==> src/design/adm_pkg.sv <==
`default_nettype none
// ----------------------------------------------------------------------------
// Adaptive damping admittance package
// Shared constants, register indexes, state types and transaction structs.
// ----------------------------------------------------------------------------
package adm_pkg;

   localparam int NAX = 6;
   localparam int AXES = 6;
   localparam int MUL_W = 40;
   localparam int ACC_W = 58;
   localparam int DIVN_W = 74;
   localparam int DIVD_W = 41;
   localparam int DIVQ_W = 42;
   localparam int DIV_STEPS = 74;

   localparam logic [2:0] REG_PERIOD = 3'd0;
   localparam logic [2:0] REG_RATE = 3'd1;
   localparam logic [2:0] REG_AXIS0 = 3'd2;

   localparam logic [23:0] PERIOD_RESET = 24'd16777;
   localparam logic [15:0] RATE_RESET = 16'd328;
   localparam logic [31:0] MD_RESET_01 = 32'd111411968;
   localparam logic [31:0] MD_RESET_2 = 32'd98304256;
   localparam logic [31:0] MD_RESET_345 = 32'd3277056;

   localparam logic signed [31:0] VAL_MAX = 32'sh7FFF_FFFF;
   localparam logic signed [31:0] VAL_MIN = 32'sh8000_0000;

   typedef enum logic [1:0] {
      TOP_IDLE,
      TOP_RUN,
      TOP_HOLD
   } top_state_type;

   typedef enum logic [2:0] {
      AX_IDLE,
      AX_MUL_GO,
      AX_MUL_WAIT,
      AX_VDIV_GO,
      AX_VDIV_WAIT,
      AX_PDIV_GO,
      AX_PDIV_WAIT,
      AX_DONE
   } axis_state_type;

   typedef struct packed {
      logic [23:0]        period;
      logic [15:0]        rate;
      logic [15:0]        damping;
      logic [15:0]        mass;
      logic signed [24:0] err;
      logic signed [31:0] dv_prev;
      logic signed [31:0] phi_prev;
      logic signed [24:0] err_prev;
   } axis_in_type;

   typedef struct packed {
      logic signed [31:0] dv;
      logic signed [31:0] phi;
   } axis_out_type;

endpackage

`default_nettype wire

==> src/design/adm_if.sv <==
`default_nettype none
// ----------------------------------------------------------------------------
// Adaptive damping admittance channels
// Request, response and register write channels with valid and ready.
// ----------------------------------------------------------------------------
interface adm_req_if;
   logic               valid;
   logic               ready;
   logic signed [23:0] actual_force_0;
   logic signed [23:0] actual_force_1;
   logic signed [23:0] actual_force_2;
   logic signed [23:0] actual_force_3;
   logic signed [23:0] actual_force_4;
   logic signed [23:0] actual_force_5;
   logic signed [23:0] target_force_0;
   logic signed [23:0] target_force_1;
   logic signed [23:0] target_force_2;
   logic signed [23:0] target_force_3;
   logic signed [23:0] target_force_4;
   logic signed [23:0] target_force_5;

   modport source (output valid, output actual_force_0, output actual_force_1,
      output actual_force_2, output actual_force_3, output actual_force_4,
      output actual_force_5, output target_force_0, output target_force_1,
      output target_force_2, output target_force_3, output target_force_4,
      output target_force_5, input ready);
   modport sink (input valid, input actual_force_0, input actual_force_1,
      input actual_force_2, input actual_force_3, input actual_force_4,
      input actual_force_5, input target_force_0, input target_force_1,
      input target_force_2, input target_force_3, input target_force_4,
      input target_force_5, output ready);
endinterface

interface adm_rsp_if;
   logic               valid;
   logic               ready;
   logic signed [31:0] velocity_delta_0;
   logic signed [31:0] velocity_delta_1;
   logic signed [31:0] velocity_delta_2;
   logic signed [31:0] velocity_delta_3;
   logic signed [31:0] velocity_delta_4;
   logic signed [31:0] velocity_delta_5;

   modport source (output valid, output velocity_delta_0, output velocity_delta_1,
      output velocity_delta_2, output velocity_delta_3, output velocity_delta_4,
      output velocity_delta_5, input ready);
   modport sink (input valid, input velocity_delta_0, input velocity_delta_1,
      input velocity_delta_2, input velocity_delta_3, input velocity_delta_4,
      input velocity_delta_5, output ready);
endinterface

interface adm_csr_if;
   logic        valid;
   logic        ready;
   logic [2:0]  index;
   logic [31:0] data;

   modport source (output valid, output index, output data, input ready);
   modport sink (input valid, input index, input data, output ready);
endinterface

`default_nettype wire

==> src/design/adaptive_damping_admittance_step.sv <==
`default_nettype none
// Each axis runs seven serial products and at most two divisions. A sample passes from
// acceptance to response through the serial multiplier and divider that the axes use
// in turn. One sample is in work at a time; the next is taken only once its response
// has been loaded for output.
// Reset (synchronous, active high) restores the default registers and clears the
// per-axis history to zero.
// ----------------------------------------------------------------------------
// Adaptive damping admittance step
// Six-axis admittance controller with adaptive damping compensation.
// ----------------------------------------------------------------------------
module adaptive_damping_admittance_step (
   input  wire logic clock,
   input  wire logic reset,
   adm_req_if.sink   req_chan,
   adm_rsp_if.source rsp_chan,
   adm_csr_if.sink   csr_chan
);

   adm_pkg::top_state_type state_ff, state_in;
   logic [2:0]          axis_ff, axis_in;
   logic                start_ff, start_in;
   logic                rsp_valid_ff, rsp_valid_in;
   logic [23:0]         period_ff;
   logic [15:0]         rate_ff;
   logic [31:0]         md_ff [adm_pkg::NAX];
   logic signed [31:0]  dvp_ff [adm_pkg::NAX];
   logic signed [31:0]  php_ff [adm_pkg::NAX];
   logic signed [24:0]  ep_ff [adm_pkg::NAX];
   logic signed [24:0]  err_ff [adm_pkg::NAX];
   logic signed [31:0]  vel_ff [adm_pkg::NAX];
   logic signed [31:0]  out_ff [adm_pkg::NAX];
   logic signed [23:0]  act [adm_pkg::NAX];
   logic signed [23:0]  tgt [adm_pkg::NAX];

   logic                   req_fire, load_out, core_done;
   adm_pkg::axis_in_type   core_in;
   adm_pkg::axis_out_type  core_out;

   assign act[0] = req_chan.actual_force_0;
   assign act[1] = req_chan.actual_force_1;
   assign act[2] = req_chan.actual_force_2;
   assign act[3] = req_chan.actual_force_3;
   assign act[4] = req_chan.actual_force_4;
   assign act[5] = req_chan.actual_force_5;
   assign tgt[0] = req_chan.target_force_0;
   assign tgt[1] = req_chan.target_force_1;
   assign tgt[2] = req_chan.target_force_2;
   assign tgt[3] = req_chan.target_force_3;
   assign tgt[4] = req_chan.target_force_4;
   assign tgt[5] = req_chan.target_force_5;

   assign req_chan.ready = (state_ff == adm_pkg::TOP_IDLE);
   assign req_fire = req_chan.valid && req_chan.ready;
   assign csr_chan.ready = 1'b1;

   assign core_in.period = period_ff;
   assign core_in.rate = rate_ff;
   assign core_in.damping = md_ff[axis_ff][31:16];
   assign core_in.mass = md_ff[axis_ff][15:0];
   assign core_in.err = err_ff[axis_ff];
   assign core_in.dv_prev = dvp_ff[axis_ff];
   assign core_in.phi_prev = php_ff[axis_ff];
   assign core_in.err_prev = ep_ff[axis_ff];

   adm_axis u_axis (
      .clock(clock), .reset(reset), .start(start_ff), .in_data(core_in),
      .done(core_done), .result(core_out)
   );

   always_comb begin
      state_in = state_ff;
      axis_in = axis_ff;
      start_in = 1'b0;
      load_out = 1'b0;
      rsp_valid_in = rsp_valid_ff && !rsp_chan.ready;
      case (state_ff)
         adm_pkg::TOP_IDLE: begin
            if (req_fire) begin
               axis_in = '0;
               start_in = 1'b1;
               state_in = adm_pkg::TOP_RUN;
            end
         end
         adm_pkg::TOP_RUN: begin
            if (core_done) begin
               if (axis_ff == 3'(adm_pkg::AXES - 1)) begin
                  if (!rsp_valid_ff || rsp_chan.ready) begin
                     load_out = 1'b1;
                     state_in = adm_pkg::TOP_IDLE;
                  end else begin
                     state_in = adm_pkg::TOP_HOLD;
                  end
               end else begin
                  axis_in = axis_ff + 3'd1;
                  start_in = 1'b1;
               end
            end
         end
         adm_pkg::TOP_HOLD: begin
            if (!rsp_valid_ff || rsp_chan.ready) begin
               load_out = 1'b1;
               state_in = adm_pkg::TOP_IDLE;
            end
         end
         default: begin
            state_in = adm_pkg::TOP_IDLE;
         end
      endcase
      if (load_out) begin
         rsp_valid_in = 1'b1;
      end
   end

   always_ff @(posedge clock) begin
      if (reset) begin
         state_ff <= adm_pkg::TOP_IDLE;
         axis_ff <= '0;
         start_ff <= 1'b0;
         rsp_valid_ff <= 1'b0;
         period_ff <= adm_pkg::PERIOD_RESET;
         rate_ff <= adm_pkg::RATE_RESET;
         md_ff[0] <= adm_pkg::MD_RESET_01;
         md_ff[1] <= adm_pkg::MD_RESET_01;
         md_ff[2] <= adm_pkg::MD_RESET_2;
         md_ff[3] <= adm_pkg::MD_RESET_345;
         md_ff[4] <= adm_pkg::MD_RESET_345;
         md_ff[5] <= adm_pkg::MD_RESET_345;
         for (int i = 0; i < adm_pkg::NAX; i++) begin
            dvp_ff[i] <= '0;
            php_ff[i] <= '0;
            ep_ff[i] <= '0;
         end
      end else begin
         state_ff <= state_in;
         axis_ff <= axis_in;
         start_ff <= start_in;
         rsp_valid_ff <= rsp_valid_in;
         if (csr_chan.valid) begin
            case (csr_chan.index)
               adm_pkg::REG_PERIOD: period_ff <= csr_chan.data[23:0];
               adm_pkg::REG_RATE: rate_ff <= csr_chan.data[15:0];
               default: begin
                  for (int i = 0; i < adm_pkg::NAX; i++) begin
                     if (csr_chan.index == adm_pkg::REG_AXIS0 + 3'(i)) begin
                        md_ff[i] <= csr_chan.data;
                     end
                  end
               end
            endcase
         end
         if (core_done) begin
            dvp_ff[axis_ff] <= core_out.dv;
            php_ff[axis_ff] <= core_out.phi;
            ep_ff[axis_ff] <= err_ff[axis_ff];
         end
      end
   end

   always_ff @(posedge clock) begin
      if (req_fire) begin
         for (int i = 0; i < adm_pkg::NAX; i++) begin
            err_ff[i] <= 25'(act[i]) - 25'(tgt[i]);
         end
      end
      if (core_done) begin
         vel_ff[axis_ff] <= core_out.dv;
      end
      if (load_out) begin
         for (int i = 0; i < adm_pkg::NAX; i++) begin
            if (i >= adm_pkg::AXES) begin
               out_ff[i] <= '0;
            end else if (core_done && axis_ff == 3'(i)) begin
               out_ff[i] <= core_out.dv;
            end else begin
               out_ff[i] <= vel_ff[i];
            end
         end
      end
   end

   assign rsp_chan.valid = rsp_valid_ff;
   assign rsp_chan.velocity_delta_0 = out_ff[0];
   assign rsp_chan.velocity_delta_1 = out_ff[1];
   assign rsp_chan.velocity_delta_2 = out_ff[2];
   assign rsp_chan.velocity_delta_3 = out_ff[3];
   assign rsp_chan.velocity_delta_4 = out_ff[4];
   assign rsp_chan.velocity_delta_5 = out_ff[5];

`ifndef NO_ASSERTIONS
   a_rsp_from_run: assert property (@(posedge clock) disable iff (reset)
      $rose(rsp_valid_ff) |-> ($past(state_ff) == adm_pkg::TOP_RUN ||
                               $past(state_ff) == adm_pkg::TOP_HOLD))
      else $error("response raised outside a computation");
   a_axis_range: assert property (@(posedge clock) disable iff (reset)
      state_ff == adm_pkg::TOP_RUN |-> axis_ff < 3'(adm_pkg::AXES))
      else $error("axis counter out of range");
   a_done_in_run: assert property (@(posedge clock) disable iff (reset)
      core_done |-> state_ff == adm_pkg::TOP_RUN)
      else $error("axis result outside a computation");
   a_accept_starts: assert property (@(posedge clock) disable iff (reset)
      req_fire |=> state_ff == adm_pkg::TOP_RUN && start_ff && axis_ff == '0)
      else $error("accepted transaction did not start axis zero");
`endif

endmodule

`default_nettype wire

==> src/design/adm_mul.sv <==
`default_nettype none
// ----------------------------------------------------------------------------
// Serial multiplier
// Unsigned shift-and-add multiplier retiring one multiplier bit per cycle.
// ----------------------------------------------------------------------------
module adm_mul (
   input  wire logic                     clock,
   input  wire logic                     reset,
   input  wire logic                     start,
   input  wire logic [adm_pkg::MUL_W-1:0] a,
   input  wire logic [adm_pkg::MUL_W-1:0] b,
   output logic                          done,
   output logic [2*adm_pkg::MUL_W-1:0]   p
);

   logic                          busy_ff, busy_in;
   logic [2*adm_pkg::MUL_W-1:0]   a_ff, a_in;
   logic [adm_pkg::MUL_W-1:0]     b_ff, b_in;
   logic [2*adm_pkg::MUL_W-1:0]   p_ff, p_in;

   always_ff @(posedge clock) begin
      if (reset) begin
         busy_ff <= 1'b0;
      end else begin
         busy_ff <= busy_in;
      end
      a_ff <= a_in;
      b_ff <= b_in;
      p_ff <= p_in;
   end

   always_comb begin
      busy_in = busy_ff;
      a_in = a_ff;
      b_in = b_ff;
      p_in = p_ff;
      done = 1'b0;
      if (start) begin
         busy_in = 1'b1;
         a_in = {{adm_pkg::MUL_W{1'b0}}, a};
         b_in = b;
         p_in = '0;
      end else if (busy_ff) begin
         if (b_ff == '0) begin
            busy_in = 1'b0;
            done = 1'b1;
         end else begin
            if (b_ff[0]) begin
               p_in = p_ff + a_ff;
            end
            a_in = a_ff << 1;
            b_in = b_ff >> 1;
         end
      end
   end

   assign p = p_ff;

endmodule

`default_nettype wire

==> src/design/adm_div.sv <==
`default_nettype none
// ----------------------------------------------------------------------------
// Serial divider
// Restoring long division taking one dividend bit per cycle.
// ----------------------------------------------------------------------------
module adm_div (
   input  wire logic                      clock,
   input  wire logic                      reset,
   input  wire logic                      start,
   input  wire logic [adm_pkg::DIVN_W-1:0] dividend,
   input  wire logic [adm_pkg::DIVD_W-1:0] divisor,
   output logic                           done,
   output logic [adm_pkg::DIVQ_W-1:0]     quotient
);

   logic                         busy_ff, busy_in;
   logic [6:0]                   cnt_ff, cnt_in;
   logic [adm_pkg::DIVN_W-1:0]   n_ff, n_in;
   logic [adm_pkg::DIVD_W-1:0]   d_ff, d_in;
   logic [adm_pkg::DIVD_W-1:0]   rem_ff, rem_in;
   logic [adm_pkg::DIVQ_W-1:0]   q_ff, q_in;
   logic [adm_pkg::DIVD_W:0]     trial;

   always_ff @(posedge clock) begin
      if (reset) begin
         busy_ff <= 1'b0;
         cnt_ff <= '0;
      end else begin
         busy_ff <= busy_in;
         cnt_ff <= cnt_in;
      end
      n_ff <= n_in;
      d_ff <= d_in;
      rem_ff <= rem_in;
      q_ff <= q_in;
   end

   always_comb begin
      busy_in = busy_ff;
      cnt_in = cnt_ff;
      n_in = n_ff;
      d_in = d_ff;
      rem_in = rem_ff;
      q_in = q_ff;
      done = 1'b0;
      trial = {rem_ff, n_ff[adm_pkg::DIVN_W-1]};
      if (start) begin
         busy_in = 1'b1;
         cnt_in = 7'(adm_pkg::DIV_STEPS);
         n_in = dividend;
         d_in = divisor;
         rem_in = '0;
         q_in = '0;
      end else if (busy_ff) begin
         if (cnt_ff == '0) begin
            busy_in = 1'b0;
            done = 1'b1;
         end else begin
            cnt_in = cnt_ff - 7'd1;
            n_in = n_ff << 1;
            if (trial >= {1'b0, d_ff}) begin
               rem_in = adm_pkg::DIVD_W'(trial - {1'b0, d_ff});
               q_in = {q_ff[adm_pkg::DIVQ_W-2:0], 1'b1};
            end else begin
               rem_in = trial[adm_pkg::DIVD_W-1:0];
               q_in = {q_ff[adm_pkg::DIVQ_W-2:0], 1'b0};
            end
         end
      end
   end

   assign quotient = q_ff;

endmodule

`default_nettype wire

==> src/design/adm_axis.sv <==
`default_nettype none
// ----------------------------------------------------------------------------
// Axis sequencer
// Steps one axis update through the serial multiplier and divider.
// ----------------------------------------------------------------------------
module adm_axis (
   input  wire logic                 clock,
   input  wire logic                 reset,
   input  wire logic                 start,
   input  wire adm_pkg::axis_in_type in_data,
   output logic                      done,
   output adm_pkg::axis_out_type     result
);

   adm_pkg::axis_state_type state_ff, state_in;
   logic [2:0]                           step_ff, step_in;
   logic signed [adm_pkg::ACC_W-1:0]     acc_ff, acc_in;
   logic [adm_pkg::MUL_W-1:0]            bt_ff, bt_in;
   logic [adm_pkg::MUL_W-1:0]            st_ff, st_in;
   logic [adm_pkg::MUL_W-1:0]            x_ff, x_in;
   logic signed [31:0]                   dv_ff, dv_in;
   logic signed [31:0]                   phi_ff, phi_in;

   logic                        mul_start, mul_done;
   logic [adm_pkg::MUL_W-1:0]   mul_a, mul_b;
   logic [2*adm_pkg::MUL_W-1:0] mul_p;
   logic                        div_start, div_done;
   logic [adm_pkg::DIVN_W-1:0]  div_n;
   logic [adm_pkg::DIVD_W-1:0]  div_d;
   logic [adm_pkg::DIVQ_W-1:0]  div_q;

   logic                        e_neg, dvp_neg, php_neg, ep_neg, term_neg;
   logic [24:0]                 e_mag, ep_mag;
   logic [31:0]                 dvp_mag, php_mag;
   logic [adm_pkg::ACC_W-1:0]   r16, term, nm;
   logic [adm_pkg::DIVD_W-1:0]  den;
   logic                        sat;
   logic [32:0]                 qv;
   logic signed [31:0]          dv_div;
   logic [42:0]                 inc_sum;
   logic [43:0]                 inc;
   logic signed [43:0]          phi_diff;
   logic signed [31:0]          phi_div;

   adm_mul u_mul (
      .clock(clock), .reset(reset), .start(mul_start), .a(mul_a), .b(mul_b),
      .done(mul_done), .p(mul_p)
   );

   adm_div u_div (
      .clock(clock), .reset(reset), .start(div_start), .dividend(div_n),
      .divisor(div_d), .done(div_done), .quotient(div_q)
   );

   always_ff @(posedge clock) begin
      if (reset) begin
         state_ff <= adm_pkg::AX_IDLE;
         step_ff <= '0;
      end else begin
         state_ff <= state_in;
         step_ff <= step_in;
      end
      acc_ff <= acc_in;
      bt_ff <= bt_in;
      st_ff <= st_in;
      x_ff <= x_in;
      dv_ff <= dv_in;
      phi_ff <= phi_in;
   end

   always_comb begin
      e_neg = in_data.err[24];
      e_mag = e_neg ? 25'(-in_data.err) : 25'(in_data.err);
      ep_neg = in_data.err_prev[24];
      ep_mag = ep_neg ? 25'(-in_data.err_prev) : 25'(in_data.err_prev);
      dvp_neg = in_data.dv_prev[31];
      dvp_mag = dvp_neg ? 32'(-in_data.dv_prev) : 32'(in_data.dv_prev);
      php_neg = in_data.phi_prev[31];
      php_mag = php_neg ? 32'(-in_data.phi_prev) : 32'(in_data.phi_prev);

      case (step_ff)
         3'd0: begin
            mul_a = 40'(in_data.period);
            mul_b = 40'(e_mag);
         end
         3'd1: begin
            mul_a = 40'(in_data.mass);
            mul_b = 40'(dvp_mag);
         end
         3'd2: begin
            mul_a = 40'(in_data.damping);
            mul_b = 40'(in_data.period);
         end
         3'd3: begin
            mul_a = bt_ff;
            mul_b = 40'(php_mag);
         end
         3'd4: begin
            mul_a = 40'(in_data.rate);
            mul_b = 40'(in_data.period);
         end
         3'd5: begin
            mul_a = st_ff;
            mul_b = 40'(ep_mag);
         end
         default: begin
            mul_a = 40'(in_data.rate);
            mul_b = 40'(ep_mag);
         end
      endcase

      r16 = 58'((mul_p + 80'h8000) >> 16);
      case (step_ff)
         3'd0: term_neg = e_neg;
         3'd1: term_neg = dvp_neg;
         3'd3: term_neg = !php_neg;
         default: term_neg = ep_neg;
      endcase
      term = (step_ff == 3'd3 || step_ff == 3'd5) ? r16 : mul_p[adm_pkg::ACC_W-1:0];

      den = {9'd0, in_data.mass, 16'd0} + {1'b0, bt_ff};
      nm = acc_ff[adm_pkg::ACC_W-1] ? 58'(-acc_ff) : 58'(acc_ff);
      sat = nm >= {2'b00, den[40:0], 15'd0};

      qv = ({1'b0, div_q[31:0]} + 33'd1) >> 1;
      if (acc_ff[adm_pkg::ACC_W-1]) begin
         dv_div = qv[31] ? adm_pkg::VAL_MIN : 32'(-qv[31:0]);
      end else begin
         dv_div = qv[31] ? adm_pkg::VAL_MAX : qv[31:0];
      end

      inc_sum = {1'b0, div_q} + 43'd1;
      inc = {2'b00, inc_sum[42:1]};
      phi_diff = 44'(in_data.phi_prev) + (ep_neg ? inc : 44'(-inc));
      if (phi_diff > 44'(adm_pkg::VAL_MAX)) begin
         phi_div = adm_pkg::VAL_MAX;
      end else if (phi_diff < 44'(adm_pkg::VAL_MIN)) begin
         phi_div = adm_pkg::VAL_MIN;
      end else begin
         phi_div = phi_diff[31:0];
      end

      if (state_ff == adm_pkg::AX_PDIV_GO) begin
         div_n = {33'd0, x_ff, 1'b0};
         div_d = {25'd0, in_data.damping};
      end else begin
         div_n = {nm[56:0], 17'd0};
         div_d = den;
      end
   end

   always_comb begin
      state_in = state_ff;
      step_in = step_ff;
      acc_in = acc_ff;
      bt_in = bt_ff;
      st_in = st_ff;
      x_in = x_ff;
      dv_in = dv_ff;
      phi_in = phi_ff;
      mul_start = 1'b0;
      div_start = 1'b0;
      done = 1'b0;
      case (state_ff)
         adm_pkg::AX_IDLE: begin
            if (start) begin
               step_in = '0;
               acc_in = '0;
               state_in = adm_pkg::AX_MUL_GO;
            end
         end
         adm_pkg::AX_MUL_GO: begin
            mul_start = 1'b1;
            state_in = adm_pkg::AX_MUL_WAIT;
         end
         adm_pkg::AX_MUL_WAIT: begin
            if (mul_done) begin
               case (step_ff)
                  3'd2: bt_in = mul_p[adm_pkg::MUL_W-1:0];
                  3'd4: st_in = mul_p[adm_pkg::MUL_W-1:0];
                  3'd6: x_in = mul_p[adm_pkg::MUL_W-1:0];
                  default: acc_in = acc_ff + (term_neg ? 58'(-term) : term);
               endcase
               step_in = step_ff + 3'd1;
               state_in = (step_ff == 3'd6) ? adm_pkg::AX_VDIV_GO : adm_pkg::AX_MUL_GO;
            end
         end
         adm_pkg::AX_VDIV_GO: begin
            if (den == '0) begin
               dv_in = '0;
               state_in = adm_pkg::AX_PDIV_GO;
            end else if (sat) begin
               dv_in = acc_ff[adm_pkg::ACC_W-1] ? adm_pkg::VAL_MIN : adm_pkg::VAL_MAX;
               state_in = adm_pkg::AX_PDIV_GO;
            end else begin
               div_start = 1'b1;
               state_in = adm_pkg::AX_VDIV_WAIT;
            end
         end
         adm_pkg::AX_VDIV_WAIT: begin
            if (div_done) begin
               dv_in = dv_div;
               state_in = adm_pkg::AX_PDIV_GO;
            end
         end
         adm_pkg::AX_PDIV_GO: begin
            if (in_data.damping == '0) begin
               phi_in = in_data.phi_prev;
               state_in = adm_pkg::AX_DONE;
            end else begin
               div_start = 1'b1;
               state_in = adm_pkg::AX_PDIV_WAIT;
            end
         end
         adm_pkg::AX_PDIV_WAIT: begin
            if (div_done) begin
               phi_in = phi_div;
               state_in = adm_pkg::AX_DONE;
            end
         end
         adm_pkg::AX_DONE: begin
            done = 1'b1;
            state_in = adm_pkg::AX_IDLE;
         end
         default: begin
            state_in = adm_pkg::AX_IDLE;
         end
      endcase
   end

   assign result.dv = dv_ff;
   assign result.phi = phi_ff;

endmodule

`default_nettype wire

==> src/flat_wrapper.sv <==
// flat-port wrapper written by rule: the top's interface ports become plain ports
module adaptive_damping_admittance_step_flat 
  (clock, reset, req_chan_valid, req_chan_actual_force_0, req_chan_actual_force_1, req_chan_actual_force_2, req_chan_actual_force_3, req_chan_actual_force_4, req_chan_actual_force_5, req_chan_target_force_0, req_chan_target_force_1, req_chan_target_force_2, req_chan_target_force_3, req_chan_target_force_4, req_chan_target_force_5, req_chan_ready, rsp_chan_valid, rsp_chan_velocity_delta_0, rsp_chan_velocity_delta_1, rsp_chan_velocity_delta_2, rsp_chan_velocity_delta_3, rsp_chan_velocity_delta_4, rsp_chan_velocity_delta_5, rsp_chan_ready, csr_chan_valid, csr_chan_index, csr_chan_data, csr_chan_ready);
  adm_req_if req_chan_i ();
  adm_rsp_if rsp_chan_i ();
  adm_csr_if csr_chan_i ();
  input  wire logic clock;
  input  wire logic reset;
  input wire logic [$bits(req_chan_i.valid)-1:0] req_chan_valid;
  input wire logic [$bits(req_chan_i.actual_force_0)-1:0] req_chan_actual_force_0;
  input wire logic [$bits(req_chan_i.actual_force_1)-1:0] req_chan_actual_force_1;
  input wire logic [$bits(req_chan_i.actual_force_2)-1:0] req_chan_actual_force_2;
  input wire logic [$bits(req_chan_i.actual_force_3)-1:0] req_chan_actual_force_3;
  input wire logic [$bits(req_chan_i.actual_force_4)-1:0] req_chan_actual_force_4;
  input wire logic [$bits(req_chan_i.actual_force_5)-1:0] req_chan_actual_force_5;
  input wire logic [$bits(req_chan_i.target_force_0)-1:0] req_chan_target_force_0;
  input wire logic [$bits(req_chan_i.target_force_1)-1:0] req_chan_target_force_1;
  input wire logic [$bits(req_chan_i.target_force_2)-1:0] req_chan_target_force_2;
  input wire logic [$bits(req_chan_i.target_force_3)-1:0] req_chan_target_force_3;
  input wire logic [$bits(req_chan_i.target_force_4)-1:0] req_chan_target_force_4;
  input wire logic [$bits(req_chan_i.target_force_5)-1:0] req_chan_target_force_5;
  output wire logic [$bits(req_chan_i.ready)-1:0] req_chan_ready;
  output wire logic [$bits(rsp_chan_i.valid)-1:0] rsp_chan_valid;
  output wire logic [$bits(rsp_chan_i.velocity_delta_0)-1:0] rsp_chan_velocity_delta_0;
  output wire logic [$bits(rsp_chan_i.velocity_delta_1)-1:0] rsp_chan_velocity_delta_1;
  output wire logic [$bits(rsp_chan_i.velocity_delta_2)-1:0] rsp_chan_velocity_delta_2;
  output wire logic [$bits(rsp_chan_i.velocity_delta_3)-1:0] rsp_chan_velocity_delta_3;
  output wire logic [$bits(rsp_chan_i.velocity_delta_4)-1:0] rsp_chan_velocity_delta_4;
  output wire logic [$bits(rsp_chan_i.velocity_delta_5)-1:0] rsp_chan_velocity_delta_5;
  input wire logic [$bits(rsp_chan_i.ready)-1:0] rsp_chan_ready;
  input wire logic [$bits(csr_chan_i.valid)-1:0] csr_chan_valid;
  input wire logic [$bits(csr_chan_i.index)-1:0] csr_chan_index;
  input wire logic [$bits(csr_chan_i.data)-1:0] csr_chan_data;
  output wire logic [$bits(csr_chan_i.ready)-1:0] csr_chan_ready;
  assign req_chan_i.valid = req_chan_valid;
  assign req_chan_i.actual_force_0 = req_chan_actual_force_0;
  assign req_chan_i.actual_force_1 = req_chan_actual_force_1;
  assign req_chan_i.actual_force_2 = req_chan_actual_force_2;
  assign req_chan_i.actual_force_3 = req_chan_actual_force_3;
  assign req_chan_i.actual_force_4 = req_chan_actual_force_4;
  assign req_chan_i.actual_force_5 = req_chan_actual_force_5;
  assign req_chan_i.target_force_0 = req_chan_target_force_0;
  assign req_chan_i.target_force_1 = req_chan_target_force_1;
  assign req_chan_i.target_force_2 = req_chan_target_force_2;
  assign req_chan_i.target_force_3 = req_chan_target_force_3;
  assign req_chan_i.target_force_4 = req_chan_target_force_4;
  assign req_chan_i.target_force_5 = req_chan_target_force_5;
  assign req_chan_ready = req_chan_i.ready;
  assign rsp_chan_valid = rsp_chan_i.valid;
  assign rsp_chan_velocity_delta_0 = rsp_chan_i.velocity_delta_0;
  assign rsp_chan_velocity_delta_1 = rsp_chan_i.velocity_delta_1;
  assign rsp_chan_velocity_delta_2 = rsp_chan_i.velocity_delta_2;
  assign rsp_chan_velocity_delta_3 = rsp_chan_i.velocity_delta_3;
  assign rsp_chan_velocity_delta_4 = rsp_chan_i.velocity_delta_4;
  assign rsp_chan_velocity_delta_5 = rsp_chan_i.velocity_delta_5;
  assign rsp_chan_i.ready = rsp_chan_ready;
  assign csr_chan_i.valid = csr_chan_valid;
  assign csr_chan_i.index = csr_chan_index;
  assign csr_chan_i.data = csr_chan_data;
  assign csr_chan_ready = csr_chan_i.ready;
  adaptive_damping_admittance_step u_core (.clock(clock), .reset(reset), .req_chan(req_chan_i), .rsp_chan(rsp_chan_i), .csr_chan(csr_chan_i));
endmodule
==> config.mk <==
export PLATFORM = sky130hd
export DESIGN_NAME = adaptive_damping_admittance_step_flat
export DESIGN_NICKNAME = d
export VERILOG_FILES = /design/src/design/adm_pkg.sv /design/src/design/adm_if.sv /design/src/design/adaptive_damping_admittance_step.sv /design/src/design/adm_mul.sv /design/src/design/adm_div.sv /design/src/design/adm_axis.sv /design/src/flat_wrapper.sv
export SDC_FILE = /design/constraint.sdc
export NUM_CORES = 2
export LEC_CHECK = 0
export ABC_CLOCK_PERIOD_IN_PS = 40700
export BUFFER_PORTS_ARGS = -buffer_cell sky130_fd_sc_hd__clkbuf_2
export CAP_MARGIN = 40
export CORE_ASPECT_RATIO = 0.7
export CORE_UTILIZATION = 36
export DETAILED_ROUTE_END_ITERATION = 16
export SYNTH_ARGS = -nofsm -noshare
export SYNTH_HDL_FRONTEND = slang
export SYNTH_SLANG_ARGS = --single-unit
==> constraint.sdc <==
create_clock -name clock -period 40.7 [get_ports clock]
set_input_delay 8.14 -clock clock [delete_from_list [all_inputs] [get_ports clock]]
set_output_delay 8.14 -clock clock [all_outputs]
set_load 0.02 [all_outputs]
* After elaboration in Yosys (flattened, before gate mapping)
Memories as Yosys holds them, arrays and structs flattened. A register that Yosys moved wholly into a read port is not among the register bits.
Index checks and enable logic that the tools add are counted.
** Word-level totals
- Register bits :: 702
- Bits in latches :: 0
- RAM bits :: 1260
- Bits in read-only memories :: 0
- Bits of input ports :: 328
- Output and inout port bits :: 195
- Word-level logic and storage cells :: 367
- Memories kept :: 7
** Operators by class
- Add/sub/neg operators :: 25
- $mul :: 0
- Div/mod/pow operators :: 0
- $lt $le $gt $ge :: 4
- Eq/ne operators :: 41
- Shift operators :: 0
- Mux-type cells :: 197
- Bitwise operators :: 14
- Reductions and logical operators :: 52
** Memories
- u_core.dvp_ff :: depth 6, width 32, read ports 1, clocked after memory_dff 1, wr ports 6, RTL line adaptive_damping_admittance_step.sv:27 : logic signed [31:0] dvp_ff [adm_pkg::NAX];
- u_core.md_ff :: depth 6, width 32, read ports 1, clocked after memory_dff 1, wr ports 6, RTL line adaptive_damping_admittance_step.sv:26 : logic [31:0] md_ff [adm_pkg::NAX];
- u_core.out_ff :: depth 6, width 32, read ports 6, clocked after memory_dff 0, wr ports 6, RTL line adaptive_damping_admittance_step.sv:32 : logic signed [31:0] out_ff [adm_pkg::NAX];
- u_core.php_ff :: depth 6, width 32, read ports 1, clocked after memory_dff 1, wr ports 6, RTL line adaptive_damping_admittance_step.sv:28 : logic signed [31:0] php_ff [adm_pkg::NAX];
- u_core.vel_ff :: depth 6, width 32, read ports 6, clocked after memory_dff 0, wr ports 1, RTL line adaptive_damping_admittance_step.sv:31 : logic signed [31:0] vel_ff [adm_pkg::NAX];
- u_core.ep_ff :: depth 6, width 25, read ports 1, clocked after memory_dff 1, wr ports 6, RTL line adaptive_damping_admittance_step.sv:29 : logic signed [24:0] ep_ff [adm_pkg::NAX];
- +1 memories
** Operators with widths (count)
- $mux W32 :: 26
- $mux W58 :: 6
- $mux W74 :: 4
- $mux W40 :: 6
- $pmux W40 S5 :: 1
- $sub A24 B24 Y25 :: 6
- $pmux W32 S2 :: 2
- $pmux W32 S4 :: 1
- $neg A58 Y58 :: 2
- $pmux W58 S2 :: 1
- $mux W1 :: 104
- $neg A32 Y32 :: 3
- $add A80 B80 Y80 :: 1
- $mux W25 :: 3
- $add A74 B16 Y74 const B :: 1
- $mux W3 :: 22
- $reduce_or A32 Y1 :: 2
- $add A58 B58 Y58 :: 1
- $ge A58 B56 Y1 :: 1
- $neg A25 Y25 :: 2
- $add A44 B44 Y44 :: 1
- $gt A44 B32 Y1 const B :: 1
- $lt A44 B32 Y1 const B :: 1
- $mux W44 :: 1
- 44 further kinds :: 134

* Longest topological paths before layout
- Depth in word-level cells :: 9
- Depth in mapped cells :: 40
- Mapped depth without buffers :: 30

* Hierarchy
A second synthesis with hierarchy kept.
** Second synthesis, totals
- Cells, all modules :: 10495
- Area, all modules :: 119010.4 um2
** Modules (own cells, without submodules)
- adaptive_damping_admittance_step :: times used 1, cells an instance 4529, area an instance 66981.7 um2, sequential area each 44182.4 um2
- adm_axis :: times used 1, cells an instance 3706, area an instance 29353.2 um2, sequential area each 7387.1 um2
- adm_mul :: times used 1, cells an instance 1357, area an instance 12330.6 um2, sequential area each 4824.6 um2
- adm_div :: times used 1, cells an instance 903, area an instance 10344.9 um2, sequential area each 5275.1 um2

* Worst setup path before layout
No wires, ideal clock.
- Kind :: input to register
- From :: input port rsp_chan_ready
- To :: memory u_core.out_ff[5][1], in the netlist u_core.out_ff[2][33] (data pin)
- Setup time :: 260 ps
- Data arrival time :: 18399 ps
- Data required time :: 40440 ps
- Path slack :: 22041 ps
- Stages on the path :: 5
- Path buffers :: 1
- Path through :: nor2b_1 nor2_1 o21ai_1 clkbuf_1 mux2_2
** RTL lines
- from (decl) :: RTL line flat_wrapper.sv:30 : input wire logic [$bits(rsp_chan_i.ready)-1:0] rsp_chan_ready;
- to (decl) :: RTL line adaptive_damping_admittance_step.sv:32

==> results.md <==
- Outcome: finished, final reports clean
- Final instance area: around 0.13 mm2
- Nature of the critical path endpoint: register
- Clk_lat worst skew: about 0.93 ns
- Post-synth EDFFs: 1,866
- Layout cell share with drive strength beyond 1: 0.154
- Crit Path Category: input port to register
- Routed len/inst: between 20 and 25 um
- GRT overflow: 0
- Synth unique cells: 106
- Hold WC Path Type: register to register
- Critical Path RT: 41.36 ns
- Pwr Total: around 0.0061 W
- CTS tree: done
- Period utilization: 0.287
- TritonRoute pass-1 iters: 9
- Sequential area share after synthesis: 0.534
- Port bufs: ~520
- CORE AREA: 0.315 mm2
- Fin Setup TNS: 0 ns
- Top cells by area, synth: edfxtp_1 49%, ha_1 4.8%, mux4_2 4.6%
- Post-CTS Hold Fix Bufs: 0
- Post-synth ARST share: 0
- Vias: ~85k
- Net Sw Frac: 0.311
- Gpl congestion: ~0.95
- Crit Path Max Fanout: 3
- Worst Reg2Reg Path Length in Cells: 28
- Slew HR: 0.209
- Placement row count: around 170
- Placement-stage cell area: between 0.1 and 0.15 mm2
- Post-Syn Area: around 0.11 mm2
- Initial antenna violation count: 28
- WP data arrival: about 12 ns
- Clock transition at the registers of the reported paths: approximately 0.060 ns
- Final WS setup: ~29 ns
- Top Ports: approximately 520
- Hold Path Origin: u_core.rate_ff[14]
- Cell accounting for the most synthesized area: edfxtp_1
- Fmax: around 0.086 GHz
- Warnings from Yosys: 0
- Worst IR Drop VDD: approximately 40 uV
- Via-to-Cell Ratio: ~5.7
- Initial DRC count: about 11k
- Synth top area share: 0.489
- CTS resizes: 0
- Post-synthesis instance total: 10.2k
- Leak: 48.5 nW
- Critical Path Start: req_chan_actual_force_1[0]
- Area growth syn-to-layout: 13.3%
- Fillers: around 30k
- Main synth FF type: edfxtp_1
- Syn_nets: roughly 11k
- Hold-critical path depth: 2
- Die area: roughly 0.32 mm2
- RSZ-0062 raised after global routing: no
- CTS max path bufs: 4
- Startpoint types: input port
- Comb power frac: 0.236
- Seq pwr share: 0.436
- Die Y-Extent: approximately 470 um
- Pwr/cell area: around 47 mW/mm2
- Final hold violation count: 0
- Remaining antenna violation count: 0
- Final setup vio count: 0
- H-tree depth: 4
- Clock Skew: between 0.08 and 0.09 ns
- Pins Over Slew Limit: 0
- Post-synthesis average cell area: ~11 um2
- Detailed Route WL: between 300 and 400 mm
- Pre-CTS WS: 28.30 ns
- All-layer global routing usage: 0.223
- Die Width: roughly 680 um
- Initial Util: 0.364
- Int Pwr: between 0.004 and 0.005 W
- Clock buffer count from CTS: 214
- WHS: about 0.45 ns
- Sw power: ~0.0019 W
- Detailed placement HPWL: between 200 and 300 mm
- First-pass GRT wire length: about 540 mm
- Worst Max-Slew Pin Slew: between 1 and 1.5 ns
- Final min period: 11.67 ns
- Clock sink count: 2,122
- #FFs+latches synth: between 2k and 2.5k
- Vias in the first global route: between 80k and 90k
- DRC: 0
- Post-CTS setup buffers: 0
- Clock power frac: 0.328
- Final #Nets: between 10k and 15k
- Root Buffer: clkbuf_16
- Max-Cap Viols: 0
- Largest net degree at the start of global routing: around 200
-- cell type report --
| class | instances | area [um2] | area share |
|---|---|---|---|
| antenna | 8 | 20.0 | 0.000154 |
| clock buffer | 260 | 5650 | 0.0436 |
| clock inverter | 124 | 1130 | 0.00875 |
| inverter | 518 | 1950 | 0.0151 |
| multi-input combinational | 7080 | 49600 | 0.382 |
| sequential | 2122 | 61200 | 0.471 |
| tap | 4176 | 5230 | 0.0403 |
| timing repair buffer | 750 | 4970 | 0.0383 |
-- metal layers --
layer / vias up / GRT usage / part of all wire
li1: 38300 / - / -
met1: 42000 / 0.336 / 0.45
met2: 4238 / 0.309 / 0.40
met3: 496 / 0.0724 / 0.13
met4: 20 / 0.0470 / 0.021
met5: - / 0 / 0.00033
-- final timing paths --
kind | end | slack [ns]
min reg2reg | u_core.rate_ff[14] | 0.45
min | u_core.rate_ff[14] | 0.45
max | u_core.err_ff[1][24] | 29.03
max reg2reg | u_core.u_axis.u_div.n_ff[17] | 30.37
-- worst max-delay path, cell delays in order --
cell	delay, ns
clkbuf_2	0.07
inv_1	0.03
ha_1	0.20
fa_1	0.41
nor2b_1	0.14
o21ai_0	0.12
a21boi_0	0.27
o21ai_0	0.18
a21boi_0	0.32
o21ai_0	0.15
a21boi_0	0.30
o21ai_0	0.17
a21oi_1	0.32
o2111ai_1	0.24
a31oi_1	0.63
a221o_1	0.30
o21ai_0	0.11
a31o_2	0.24
-- state kept, by name (all words and copies together) (netlist names), 58 cells and up, named ones only --
signal	count
u_core.dvp_ff	256
u_core.ep_ff	200
u_core.err_ff	150
u_core.md_ff	192
u_core.out_ff	192
u_core.php_ff	256
u_core.u_axis.acc_ff	58
u_core.u_axis.u_div.n_ff	73
u_core.u_axis.u_mul.a_ff	74
u_core.u_axis.u_mul.p	74
u_core.vel_ff	192
-- synthesized netlist by cell type (214+ instances only) --
master and n:
a21oi_1 651, and2_1 315, clkbuf_1 351, dfxtp_1 256
edfxtp_1 1866, ha_1 442, inv_1 516, mux2_2 214
mux4_2 235, nand2_1 1050, nand3_1 217, nor2_1 927
o21ai_0 508, xnor2_1 429
-- through the flow --
step | instances | util
final | 15000 | 0.412
after global routing | 15000 | 0.412
after CTS | 15000 | 0.411
after detailed placement | 14600 | 0.390
after global placement | 14600 | 0.387
after floorplan | 10200 | -
-- layout by cell type (no fill, tap or decap), types with 78 or more instances in the layout --
master,n
a21o_1,177
nor2_1,918
ha_1,441
o21ai_0,505
edfxtp_1,1866
nand2_1,1044
nand3_1,213
inv_1,513
clkbuf_16,217
xnor2_1,429
and2_1,313
mux2i_1,181
xor2_1,213
nor3_1,152
dfxtp_1,253
a21oi_1,651
mux2_2,214
a31oi_1,78
nand2b_1,111
buf_4,176
clkbuf_2,520
mux4_2,235
nand4_1,108
-- power by group through the flow --
stage | clock (W) | sequential [W] | combinational, W
6_report | 0.00199 | 0.00265 | 0.00143
5_1_grt | 0.00210 | 0.00266 | 0.00156
4_1_cts | 0.00202 | 0.00264 | 0.00140
3_5_place_dp | 0 | 0.00269 | 0.00139
3_3_place_gp | 0 | 0.00268 | 0.00135
2_1_floorplan | 0 | 0.00264 | 0.00100
-- logic make-up (layout without fill, tap and decap cells) --
group           after synthesis  count (layout)  share of synthesized area
other cells                   1               9                  0.0000327
mux                         649             649                     0.0854
xor+xnor                    643             643                     0.0492
simple gates               3293            3293                      0.135
flops                      2122            2122                      0.534
fa+ha+maj                   453             453                     0.0502
buf+inv                    1023            1652                     0.0360
compound gates             2041            2041                      0.110
Power figures use the tool's default switching activity.
